$ cat config.mk
export PLATFORM = sky130hd
export DESIGN_NAME = pssd_fifo
export DESIGN_NICKNAME = d
export VERILOG_FILES = /design/src/hdl/pssd_pkg.sv /design/src/hdl/pssd_fifo.sv
export SDC_FILE = /design/constraint.sdc
export NUM_CORES = 1
export LEC_CHECK = 0
export BUFFER_PORTS_ARGS = -buffer_cell sky130_fd_sc_hd__buf_4
export CORE_ASPECT_RATIO = 1.75
export CORE_MARGIN = 4
export CORE_UTILIZATION = 40
export DETAILED_ROUTE_END_ITERATION = 7
export PLACE_DENSITY_LB_ADDON = 0.12
export SYNTH_ARGS = -nofsm -noshare
export SYNTH_HDL_FRONTEND = slang
export SYNTH_SLANG_ARGS = --single-unit
export TNS_END_PERCENT = 20
$ cat constraint.sdc
create_clock -name clk -period 4.95 [get_ports clk]
set_clock_uncertainty 0.05 [all_clocks]
set_input_delay 0.99 -clock clk [delete_from_list [all_inputs] [get_ports clk]]
set_output_delay 0.99 -clock clk [all_outputs]
set_load 0.01 [all_outputs]
$ cat src/hdl/pssd_pkg.sv
// ----------------------------------------------------------------------------
// pssd_pkg
// Types, constants and the exponent table shared by the speaker decoder.
// ----------------------------------------------------------------------------
package pssd_pkg;

  localparam int NumClasses  = 7;
  localparam int NumSpeakers = 3;
  localparam int FifoDepth   = 4;
  localparam int DivSteps    = 17;

  localparam logic [16:0] Log2eQ16 = 17'd94548;

  typedef struct packed {
    logic signed [15:0] logit_0;
    logic signed [15:0] logit_1;
    logic signed [15:0] logit_2;
    logic signed [15:0] logit_3;
    logic signed [15:0] logit_4;
    logic signed [15:0] logit_5;
    logic signed [15:0] logit_6;
    logic               frame_last;
  } in_t;

  typedef struct packed {
    logic [15:0] activity_0;
    logic [15:0] activity_1;
    logic [15:0] activity_2;
    logic        run_last;
  } out_t;

  typedef struct packed {
    logic [18:0] sum;
    logic [17:0] num_0;
    logic [17:0] num_1;
    logic [17:0] num_2;
    logic        last;
  } share_t;

  function automatic logic [16:0] pow2_neg(input logic [4:0] k);
    logic [16:0] v;
    case (k)
      5'd0:    v = 17'd65536;
      5'd1:    v = 17'd62757;
      5'd2:    v = 17'd60097;
      5'd3:    v = 17'd57549;
      5'd4:    v = 17'd55109;
      5'd5:    v = 17'd52773;
      5'd6:    v = 17'd50535;
      5'd7:    v = 17'd48393;
      5'd8:    v = 17'd46341;
      5'd9:    v = 17'd44376;
      5'd10:   v = 17'd42495;
      5'd11:   v = 17'd40693;
      5'd12:   v = 17'd38968;
      5'd13:   v = 17'd37316;
      5'd14:   v = 17'd35734;
      5'd15:   v = 17'd34219;
      5'd16:   v = 17'd32768;
      default: v = 17'd32768;
    endcase
    return v;
  endfunction

endpackage

$ cat src/hdl/pssd_fifo.sv
// ----------------------------------------------------------------------------
// pssd_fifo
// Short register queue between the front end and the divider back end.
// ----------------------------------------------------------------------------
module pssd_fifo
  import pssd_pkg::*;
#(
  parameter int DEPTH = FifoDepth
)
(
  input  logic   clk,
  input  logic   rst_n,
  input  logic   push,
  input  share_t push_data,
  output logic   full,
  input  logic   pop,
  output logic   nempty,
  output share_t pop_data
);

  localparam int AW = (DEPTH > 1) ? $clog2(DEPTH) : 1;

  share_t mem_r [DEPTH];
  logic [AW-1:0] wp_r, rp_r;
  logic [AW:0]   cnt_r;

  assign full     = (cnt_r == (AW+1)'(DEPTH));
  assign nempty   = (cnt_r != '0);
  assign pop_data = mem_r[rp_r];

  always_ff @(posedge clk) begin
    if (push) begin
      mem_r[wp_r] <= push_data;
    end
  end

  always_ff @(posedge clk) begin
    if (!rst_n) begin
      wp_r  <= '0;
      rp_r  <= '0;
      cnt_r <= '0;
    end else begin
      if (push) begin
        wp_r <= (wp_r == AW'(DEPTH - 1)) ? '0 : wp_r + 1'b1;
      end
      if (pop) begin
        rp_r <= (rp_r == AW'(DEPTH - 1)) ? '0 : rp_r + 1'b1;
      end
      cnt_r <= cnt_r + (AW+1)'(push) - (AW+1)'(pop);
    end
  end

endmodule

==> metrics.csv <==
metric,value,unit
Final HPWL DP,12.8,mm
CTS tree,built,
CP Max Fanout,26,
synth cell count leaders,"edfxtp_1, mux4_2, dfxtp_1",
CTS sink count,305,
fmax,0.298,GHz
core footprint,27300,sq um
pin count of the biggest net entering global routing,75,
"Worst Path Class, Setup",register to output port,
gr ovfl total,0,
Post-synth EDFFs,296,
Worst-Margin Slew,1.16,ns
sequential-to-total area share from yosys stat,0.814,
Syn-to-layout area delta,21.8,%
Chip Width,134,um
worst r2r src,wp_r[0]$_SDFFE_PN0P_,
Ports,154,
vias in the first global route,5699,
"antenna viol nets, final",0,
"delay-heaviest family, CP",buffers and inverters,
leading area contributor after synthesis,edfxtp_1,
Die H,229,um
post-synth top area share,0.798,
Final min period,3.36,ns
Overall Global Routing Usage,0.139,
Crit. path cell count,3,
average size of a mapped cell,25.9,sq um
cts repair resizes,0,
RR Endpoint,mem_r[0][73]$_DFFE_PP_,
Bufs on Longest Clock Path,3,
HP Class,register to register,
first-pass GRT wire length,32.7,mm
Mapped Nets,516,
# DRC,0,
drt via density,4.97,
total CTS buffers,28,
unrepaired setup endpoints after global routing,false,
"top cells by area, synth","edfxtp_1, mux4_2, dfxtp_1, ha_1, buf_6",
row count,80,
flop-to-flop setup slack,2.74,ns
CP most frequent cell,buf_4,
Setup Viol. Count Final,0,
clock latency on the worst-skew pair,0.52,ns
Worst-path clk slew,0.06,ns
fin util,0.497,
worst path bufs/invs,2,
R2R cell count,4,
H-tree Lvls,1,
starting density of the core,0.408,
worst path cell trace,buf_4 -> mux4_2 -> buf_4,
Synth Register Bits,305,
Synth Warn #,0,
Fill cells,2230,
initial antenna violation count,0,
"Distinct cells, synth",19,
layout cells sized above 1,0.440,
crit start category,register,
Synth Cell Area,11100,sq um
Port Buffers,153,
"Period Utilization, post-route",0.679,
vias,4949,
dominant synthesized flop cell,edfxtp_1,
VDD IR max,0.000263,V
Max-slew headroom,0.230,
postcts setup bufs,0,
Initial DRT Pass Iterations,4,
post-cts hold buffer count,0,
routed len/inst,21.4,um
WP data arrival,2.32,ns
asr flop ratio synth,0,
count of final hold-check violations,0,
max incr delay on CP,0.61,ns
Synth Instances,430,
worst slack at placement,2.05,ns
Leak,4.55,nW
Max Slew Vio Count,0,
MaxCap Viol Count,0,
hold_ws,0.473,ns
Worst Setup EP,pop_data[8],
total negative slack,0,ns
Worst Setup End Kind,output port,
"Slowest-stage cell, CP",mux4_2,
final net count,689,
Root Buffer,clkbuf_16,
Placer Congestion,0.709,
setup ws final,1.59,ns
Die Footprint,30700,sq um
Iteration-0 DRC Markers,237,
top-count cell post-synth,edfxtp_1,
WL final,21.3,mm
status,"finished, final reports clean",
PD cells,409,nW/um^2
CP required,3.91,ns
## placed cells by master, fill, tap and decap left out, drive strengths merged
| cell | instances |
|---|---|
| a21oi | 2 |
| clkbuf | 37 |
| clkinv | 13 |
| nor2 | 3 |
| or3 | 1 |
| ha | 7 |
| fa | 1 |
| inv | 7 |
| mux2i | 2 |
| or3b | 2 |
| buf | 159 |
| nand2b | 2 |
| and3 | 1 |
| diode | 1 |
| mux4 | 74 |
| dfxtp | 9 |
| edfxtp | 296 |
| xor3 | 1 |
| bufinv | 2 |
| and2 | 6 |
## through the flow
step / total power, mW / cells / instance area (sq um)
6_report: 5.55 / 995 / 13600
5_1_grt: 5.77 / 994 / 13600
4_1_cts: 5.64 / 994 / 13600
3_5_place_dp: 3.59 / 942 / 12700
3_3_place_gp: 3.57 / 942 / 12700
2_1_floorplan: 3.32 / 430 / 11100
## routing by layer
| metal | global-route usage | share of wire |
|---|---|---|
| met3 | 0.0326 | 0.057 |
| met2 | 0.260 | 0.56 |
| met1 | 0.156 | 0.36 |
| met5 | 0 | 0 |
| met4 | 0.0433 | 0.022 |
## final cells by class
class | count | area, sq um | share of cell area
Clock buffer | 37 | 756 | 0.0557
Sequential cell | 305 | 9080 | 0.669
Timing Repair Buffer | 159 | 1210 | 0.0889
Antenna cell | 1 | 2.50 | 0.000184
Tap cell | 369 | 462 | 0.0340
Multi-Input combinational cell | 102 | 1930 | 0.142
Clock inverter | 15 | 113 | 0.00830
Inverter | 7 | 26.3 | 0.00194
## cells by family (layout without fill, tap and decap cells)
logic type / Yosys count / after routing / synth area share
AOI/OAI and AO/OA: 2 / 2 / 0.000899
adders and majority gates: 8 / 8 / 0.00966
muxes: 76 / 76 / 0.151
and+or+nand+nor: 15 / 15 / 0.00820
xor gates and xnor gates: 1 / 1 / 0.00213
DFF: 305 / 305 / 0.814
buffers and inverters: 23 / 218 / 0.0136
other: 0 / 1 / 0
## worst register-to-register path, cell delays in order (launching register included)
cell and delay [ns]:
dfxtp_1 0.35, inv_1 0.10, ha_1 0.16, and2_4 0.77, buf_4 0.47
## state kept, by name, summed over array words and instances, names as in the netlist, named ones only
| register | flops |
|---|---|
| mem_r | 296 |
| cnt_r | 3 |
| rp_r | 2 |
| wp_r | 2 |
## worst min path at each step
stage	startpoint	end	slack [ns]	cells past startpoint
detailed placement	rp_r[0]$_SDFFE_PN0P_	register	0.48	2
global placement	wp_r[0]$_SDFFE_PN0P_	wp_r[0]$_SDFFE_PN0P_	0.45	2
floorplan	rp_r[0]$_SDFFE_PN0P_	register	0.43	2
CTS	rp_r[0]$_SDFFE_PN0P_	register	0.48	2
finish	rp_r[0]$_SDFFE_PN0P_	register	0.47	2
global route	rp_r[0]$_SDFFE_PN0P_	register	0.50	2
## power breakdown
| group | total [mW] | internal, mW | switching (mW) |
|---|---|---|---|
| Clock | 2.03 | 1.17 | 0.863 |
| Sequential | 3.00 | 2.95 | 0.0490 |
| Combinational | 0.522 | 0.283 | 0.239 |
| Total | 5.55 | 4.40 | 1.15 |
No activity file was read; power rests on OpenSTA's default activity.
