`config.mk`:
```
export PLATFORM = sky130hd
export DESIGN_NAME = pssd_back
export DESIGN_NICKNAME = d
export VERILOG_FILES = /design/src/hdl/pssd_pkg.sv /design/src/hdl/pssd_back.sv
export SDC_FILE = /design/constraint.sdc
export NUM_CORES = 2
export LEC_CHECK = 0
export BUFFER_PORTS_ARGS = -buffer_cell sky130_fd_sc_hd__clkbuf_2
export CORE_ASPECT_RATIO = 1.25
export CORE_MARGIN = 4
export CORE_UTILIZATION = 50
export DETAILED_ROUTE_END_ITERATION = 10
export PLACE_DENSITY = 0.68
export RECOVER_POWER = 50
export SLEW_MARGIN = 20
export SYNTH_ARGS = -nofsm -noshare
export SYNTH_HDL_FRONTEND = slang
export SYNTH_SLANG_ARGS = --single-unit
```
`constraint.sdc`:
```
create_clock -name clk -period 105.7 [get_ports clk]
set_clock_uncertainty 0.15 [all_clocks]
set_input_delay 15.855 -clock clk [delete_from_list [all_inputs] [get_ports clk]]
set_output_delay 15.855 -clock clk [all_outputs]
set_load 0.02 [all_outputs]
```
`src/hdl/pssd_pkg.sv`:
```
// ----------------------------------------------------------------------------
// pssd_pkg
// Types, constants and the exponent table shared by the speaker decoder.
// ----------------------------------------------------------------------------
package pssd_pkg;

  localparam int NumClasses  = 7;
  localparam int NumSpeakers = 3;
  localparam int FifoDepth   = 4;
  localparam int DivSteps    = 17;

  localparam logic [16:0] Log2eQ16 = 17'd94548;

  typedef struct packed {
    logic signed [15:0] logit_0;
    logic signed [15:0] logit_1;
    logic signed [15:0] logit_2;
    logic signed [15:0] logit_3;
    logic signed [15:0] logit_4;
    logic signed [15:0] logit_5;
    logic signed [15:0] logit_6;
    logic               frame_last;
  } in_t;

  typedef struct packed {
    logic [15:0] activity_0;
    logic [15:0] activity_1;
    logic [15:0] activity_2;
    logic        run_last;
  } out_t;

  typedef struct packed {
    logic [18:0] sum;
    logic [17:0] num_0;
    logic [17:0] num_1;
    logic [17:0] num_2;
    logic        last;
  } share_t;

  function automatic logic [16:0] pow2_neg(input logic [4:0] k);
    logic [16:0] v;
    case (k)
      5'd0:    v = 17'd65536;
      5'd1:    v = 17'd62757;
      5'd2:    v = 17'd60097;
      5'd3:    v = 17'd57549;
      5'd4:    v = 17'd55109;
      5'd5:    v = 17'd52773;
      5'd6:    v = 17'd50535;
      5'd7:    v = 17'd48393;
      5'd8:    v = 17'd46341;
      5'd9:    v = 17'd44376;
      5'd10:   v = 17'd42495;
      5'd11:   v = 17'd40693;
      5'd12:   v = 17'd38968;
      5'd13:   v = 17'd37316;
      5'd14:   v = 17'd35734;
      5'd15:   v = 17'd34219;
      5'd16:   v = 17'd32768;
      default: v = 17'd32768;
    endcase
    return v;
  endfunction

endpackage

```
`src/hdl/pssd_back.sv`:
```
// ----------------------------------------------------------------------------
// pssd_back
// Pipelined restoring dividers, one quotient bit per stage, three lanes,
// followed by saturation and the output register.
// ----------------------------------------------------------------------------
module pssd_back
  import pssd_pkg::*;
(
  input  logic   clk,
  input  logic   rst_n,
  input  logic   nempty,
  input  share_t pop_data,
  output logic   pop,
  output logic   out_valid,
  input  logic   out_ready,
  output out_t   out_data
);

  logic en;
  logic [DivSteps:0] v_r;
  logic [DivSteps:0] last_r;
  logic [18:0] s_r   [DivSteps+1];
  logic [18:0] rem_r [DivSteps+1][NumSpeakers];
  logic [16:0] low_r [DivSteps+1][NumSpeakers];
  logic [16:0] q_r   [DivSteps+1][NumSpeakers];
  logic        ov_r;
  out_t        od_r;
  logic [17:0] num_in [NumSpeakers];
  logic [15:0] act [NumSpeakers];

  assign en        = !(ov_r && !out_ready);
  assign pop       = en && nempty;
  assign out_valid = ov_r;
  assign out_data  = od_r;

  assign num_in[0] = pop_data.num_0;
  assign num_in[1] = pop_data.num_1;
  assign num_in[2] = pop_data.num_2;

  always_comb begin
    for (int l = 0; l < NumSpeakers; l++) begin
      act[l] = q_r[DivSteps][l][16] ? 16'hFFFF : q_r[DivSteps][l][15:0];
    end
  end

  always_ff @(posedge clk) begin
    if (!rst_n) begin
      v_r  <= '0;
      ov_r <= 1'b0;
    end else if (en) begin
      v_r  <= {v_r[DivSteps-1:0], nempty};
      ov_r <= v_r[DivSteps];
    end
  end

  always_ff @(posedge clk) begin
    logic [33:0] nd;
    logic [19:0] t;
    if (en) begin
      s_r[0]    <= pop_data.sum;
      last_r[0] <= pop_data.last;
      for (int l = 0; l < NumSpeakers; l++) begin
        nd = {num_in[l], 16'd0} + 34'(pop_data.sum[18:1]);
        rem_r[0][l] <= {2'd0, nd[33:17]};
        low_r[0][l] <= nd[16:0];
        q_r[0][l]   <= '0;
      end
      for (int k = 0; k < DivSteps; k++) begin
        s_r[k+1]    <= s_r[k];
        last_r[k+1] <= last_r[k];
        for (int l = 0; l < NumSpeakers; l++) begin
          t = {rem_r[k][l], low_r[k][l][16]};
          if (t >= {1'b0, s_r[k]}) begin
            rem_r[k+1][l] <= 19'(t - {1'b0, s_r[k]});
            q_r[k+1][l]   <= {q_r[k][l][15:0], 1'b1};
          end else begin
            rem_r[k+1][l] <= t[18:0];
            q_r[k+1][l]   <= {q_r[k][l][15:0], 1'b0};
          end
          low_r[k+1][l] <= {low_r[k][l][15:0], 1'b0};
        end
      end
      od_r.activity_0 <= act[0];
      od_r.activity_1 <= act[1];
      od_r.activity_2 <= act[2];
      od_r.run_last   <= last_r[DivSteps];
    end
  end

endmodule

```
==> metrics.md <==
| Metric | Value |
|---|---|
| Register bit total from synthesis | 1834 |
| DRT Wirelength | 298000 um |
| Number of max-cap violations | 31 |
| Source-to-sink clock delay at the later pin of the worst-skew pair | 850 ps |
| Total internal power | 2.43 mW |
| HPWL after detailed placement | 232000 um |
| Pins Over Slew Limit | 1215 |
| Critical Path End Type | primary output |
| Site Rows | 191 |
| Placed standard-cell area | 114000 um2 |
| Clk Tree Root Cell | clkbuf_16 |
| Number of global-route vias before repair | 73812 |
| Switching portion of total power | 39.1% |
| Period utilisation layout | 34.7% |
| Post-CTS setup-driven buffer insertion count | 0 |
| Number of vias per cell | 5.89 |
| Global routing met3 resource utilization | 2.85% |
| Fraction of final layout cells sized beyond drive strength 1 | 8.69% |
| Share of synthesized flip-flops with an asynchronous set or reset | 0% |
| Global route overflow | 0 |
| Largest area contributor in the synthesized netlist | edfxtp_1 |
| Post-CTS resize count | 0 |
| Leakage power figure | 48.5 nW |
| Largest net degree at the start of global routing | 121 |
| Post-synthesis cell count | 9576 |
| Final Worst Setup Slack | 69020 ps |
| Cell types occupying the most area after synthesis | edfxtp_1 50%, ha_1 11%, mux2_2 4.5% |
| Post-synthesis net count | 10645 |
| Met1 track utilization from global routing | 31.8% |
| DRT antenna net count | 0 |
| Post-Layout Inst Area | 120000 um2 |
| Share of total power in sequential cells | 35.2% |
| Hold bufs inserted after CTS | 0 |
| Number of antenna violations at the first check in global routing | 5 |
| Overall die height | 531 um |
| Post-place setup slack | 72750 ps |
| Die area | 226000 um2 |
| CP Data Required Time | 89690 ps |
| I/O pin count | 129 |
| Most used flip-flop cell after synthesis | edfxtp_1 |
| Netlist area before placement | 109000 um2 |
| Max Clk Rate | 27.3 MHz |
| Overall power of the completed layout | 3.99 mW |
| Routed length per instance | 23.2 um |
| Register area share after synthesis | 50.2% |
| Hold Vio Cnt, Final | 0 |
| X dimension of the die | 426 um |
| Count leader, synth | edfxtp_1 |
| Violated checks | max-capacitance violations, max-slew violations |
| Placed Cells | 12500 |
| Min cycle time layout | 36680 ps |
| Number of enable flip-flop cells after synthesis | 1814 |
| Total routing resource utilization after global routing | 25.7% |
| Routing layer with the top usage in global route | met2 |
| Critical Path Fanout Max | 96 |
| Worst Path Class, Setup | primary input to primary output |
| Average cell area after synthesis | 11.4 um2 |
| Effective utilization at floorplan | 50.4% |
| Setup repair after global routing missed its margin | false |
| Clk sinks | 1834 |
| Post-route insts no fill | 12847 |
| Number of H-tree levels | 4 |
| Worst-case headroom to the max-slew limit | -194% |
| I/O Buffers | 128 |
| Area added between synthesis and finish | 9.43% |
| Maximum number of buffers from clock root to sink | 4 |
| Iter 0 DRT Violations | 6107 |
| Net Switching | 1.56 mW |
| Last weighted congestion value of the routability-driven placer | 0.946 |
| Final-layout setup total negative slack | 0 ps |
| Post-layout net count | 10870 |
| Synth top area share | 49.8% |
| Met2 Usage GRT | 46.0% |
| # setup viols final | 0 |
| Clock power share | 17.4% |
| Remaining DRCs | 0 |
| Status | finished, violations left |
| Combinational share of power | 47.5% |
| List of most frequent post-synthesis cells | 1814 x edfxtp_1, 940 x ha_1, 726 x a21oi_1 |
| Critical path data arrival time | 20670 ps |
| Number of warning messages in the yosys log | 0 |
| Slew @ Worst Pin | 4380 ps |
| Largest voltage drop on the vdd net | 0.0140 mV |
| Clock transition at path regs | 60 ps |
| Number of vias in the routed layout | 75611 |
| Core Region | 217000 um2 |
| Path category of the worst min-delay check | flip-flop to flip-flop |
| TritonCTS clock tree | done |
| Global-route wire length before repair | 445000 um |
| Clock buffers created by TritonCTS | 194 |
| Kind of launch point of the worst setup path | primary input |
| Count of TritonRoute iterations in the first routing pass | 8 |
| Power per unit of standard cell area | 33.4 nW/um2 |
| Number of different library cells in the post-synthesis netlist | 90 |
==> final timing paths <==
kind         depth (start not counted)  slack, ps                   end                    from
min reg2reg                          0        230   q_r[8][6]$_DFFE_PP_    q_r[7][56]$_DFFE_PP_
max                                  5      69020                   pop               out_ready
min                                  0        230   q_r[8][6]$_DFFE_PP_    q_r[7][56]$_DFFE_PP_
max reg2reg                          6      95020  q_r[6][80]$_DFFE_PP_  out_valid$_SDFFE_PN0N_
==> cell families (layout without fill, tap and decap cells) <==
group           after synthesis  count (layout)  synth area share (%)
simple gates               2249            2249                  9.86
buf+inv                     714            1088                  2.54
compound gates             2524            2524                  14.5
xor+xnor                    750             750                  6.01
mux                         514             514                  5.23
other cells                   0               2                     0
fa+ha+maj                   991             991                  11.7
flops                      1834            1834                  50.2
==> per-layer routing <==
metal	vias to the layer above	wire [um]
met2	2094	151000
met1	36661	121000
met3	553	13400
met4	0	12400
met5	-	0
li1	36303	-
==> critical path, stage by stage <==
cell and delay [ps]:
clkbuf_2 80, nor2b_1 170, clkinvlp_2 3050, and2_0 1320
clkbuf_2 200
==> stage by stage <==
stage / hold WS [ps] / util [%]
after floorplan: 250 / -
after global placement: 250 / 52.4
after detailed placement: 255 / 52.4
after CTS: 224 / 55.3
after global routing: 233 / 55.1
final: 231 / 55.1
==> state kept, by name, summed over array words and instances, names as in the netlist <==
| signal | count |
|---|---|
| last_r | 18 |
| q_r | 459 |
| s_r | 323 |
| rem_r | 963 |
| low_r | 3 |
| out_data | 49 |
| v_r | 18 |
| out_valid | 1 |
==> final cells by class <==
cell class | instances | area, um2
antenna | 2 | 5.00
clock buffer | 235 | 5120
clock inverter | 110 | 1240
fill | 18571 | 97300
inverter | 538 | 2020
multi-input combinational | 7028 | 51800
sequential | 1834 | 54900
tap | 2895 | 3620
timing repair buffer | 205 | 996
==> power groups by stage <==
| stage | logic, mW | clock network, mW | registers [mW] |
|---|---|---|---|
| final | 1.90 | 0.694 | 1.40 |
| after global routing | 2.09 | 0.741 | 1.42 |
| after CTS | 1.91 | 0.711 | 1.41 |
| after detailed placement | 1.89 | 0 | 1.42 |
| after global placement | 1.85 | 0 | 1.42 |
| after floorplan | 1.43 | 0 | 1.30 |
==> cell usage in the layout, fill, tap and decap left out, types with 46 or more instances in the layout <==
cell type	n
xor2_1	268
ha_1	940
mux2_2	326
clkbuf_1	127
and3_1	51
nand2_1	711
o21ai_0	651
a21o_1	349
o21a_1	142
o21bai_1	68
a211oi_1	46
nand4_1	107
or3_1	58
nor2_1	537
clkbuf_16	197
mux2_1	128
edfxtp_1	1814
or2_2	85
a31oi_1	103
clkbuf_2	76
nand2b_1	160
nor2b_1	148
a21oi_1	726
a21boi_0	46
mux2i_1	60
o31ai_1	54
nand3_1	107
xnor2_1	482
fa_1	51
nor3_1	142
inv_1	536
Power figures use the tool's default switching activity.
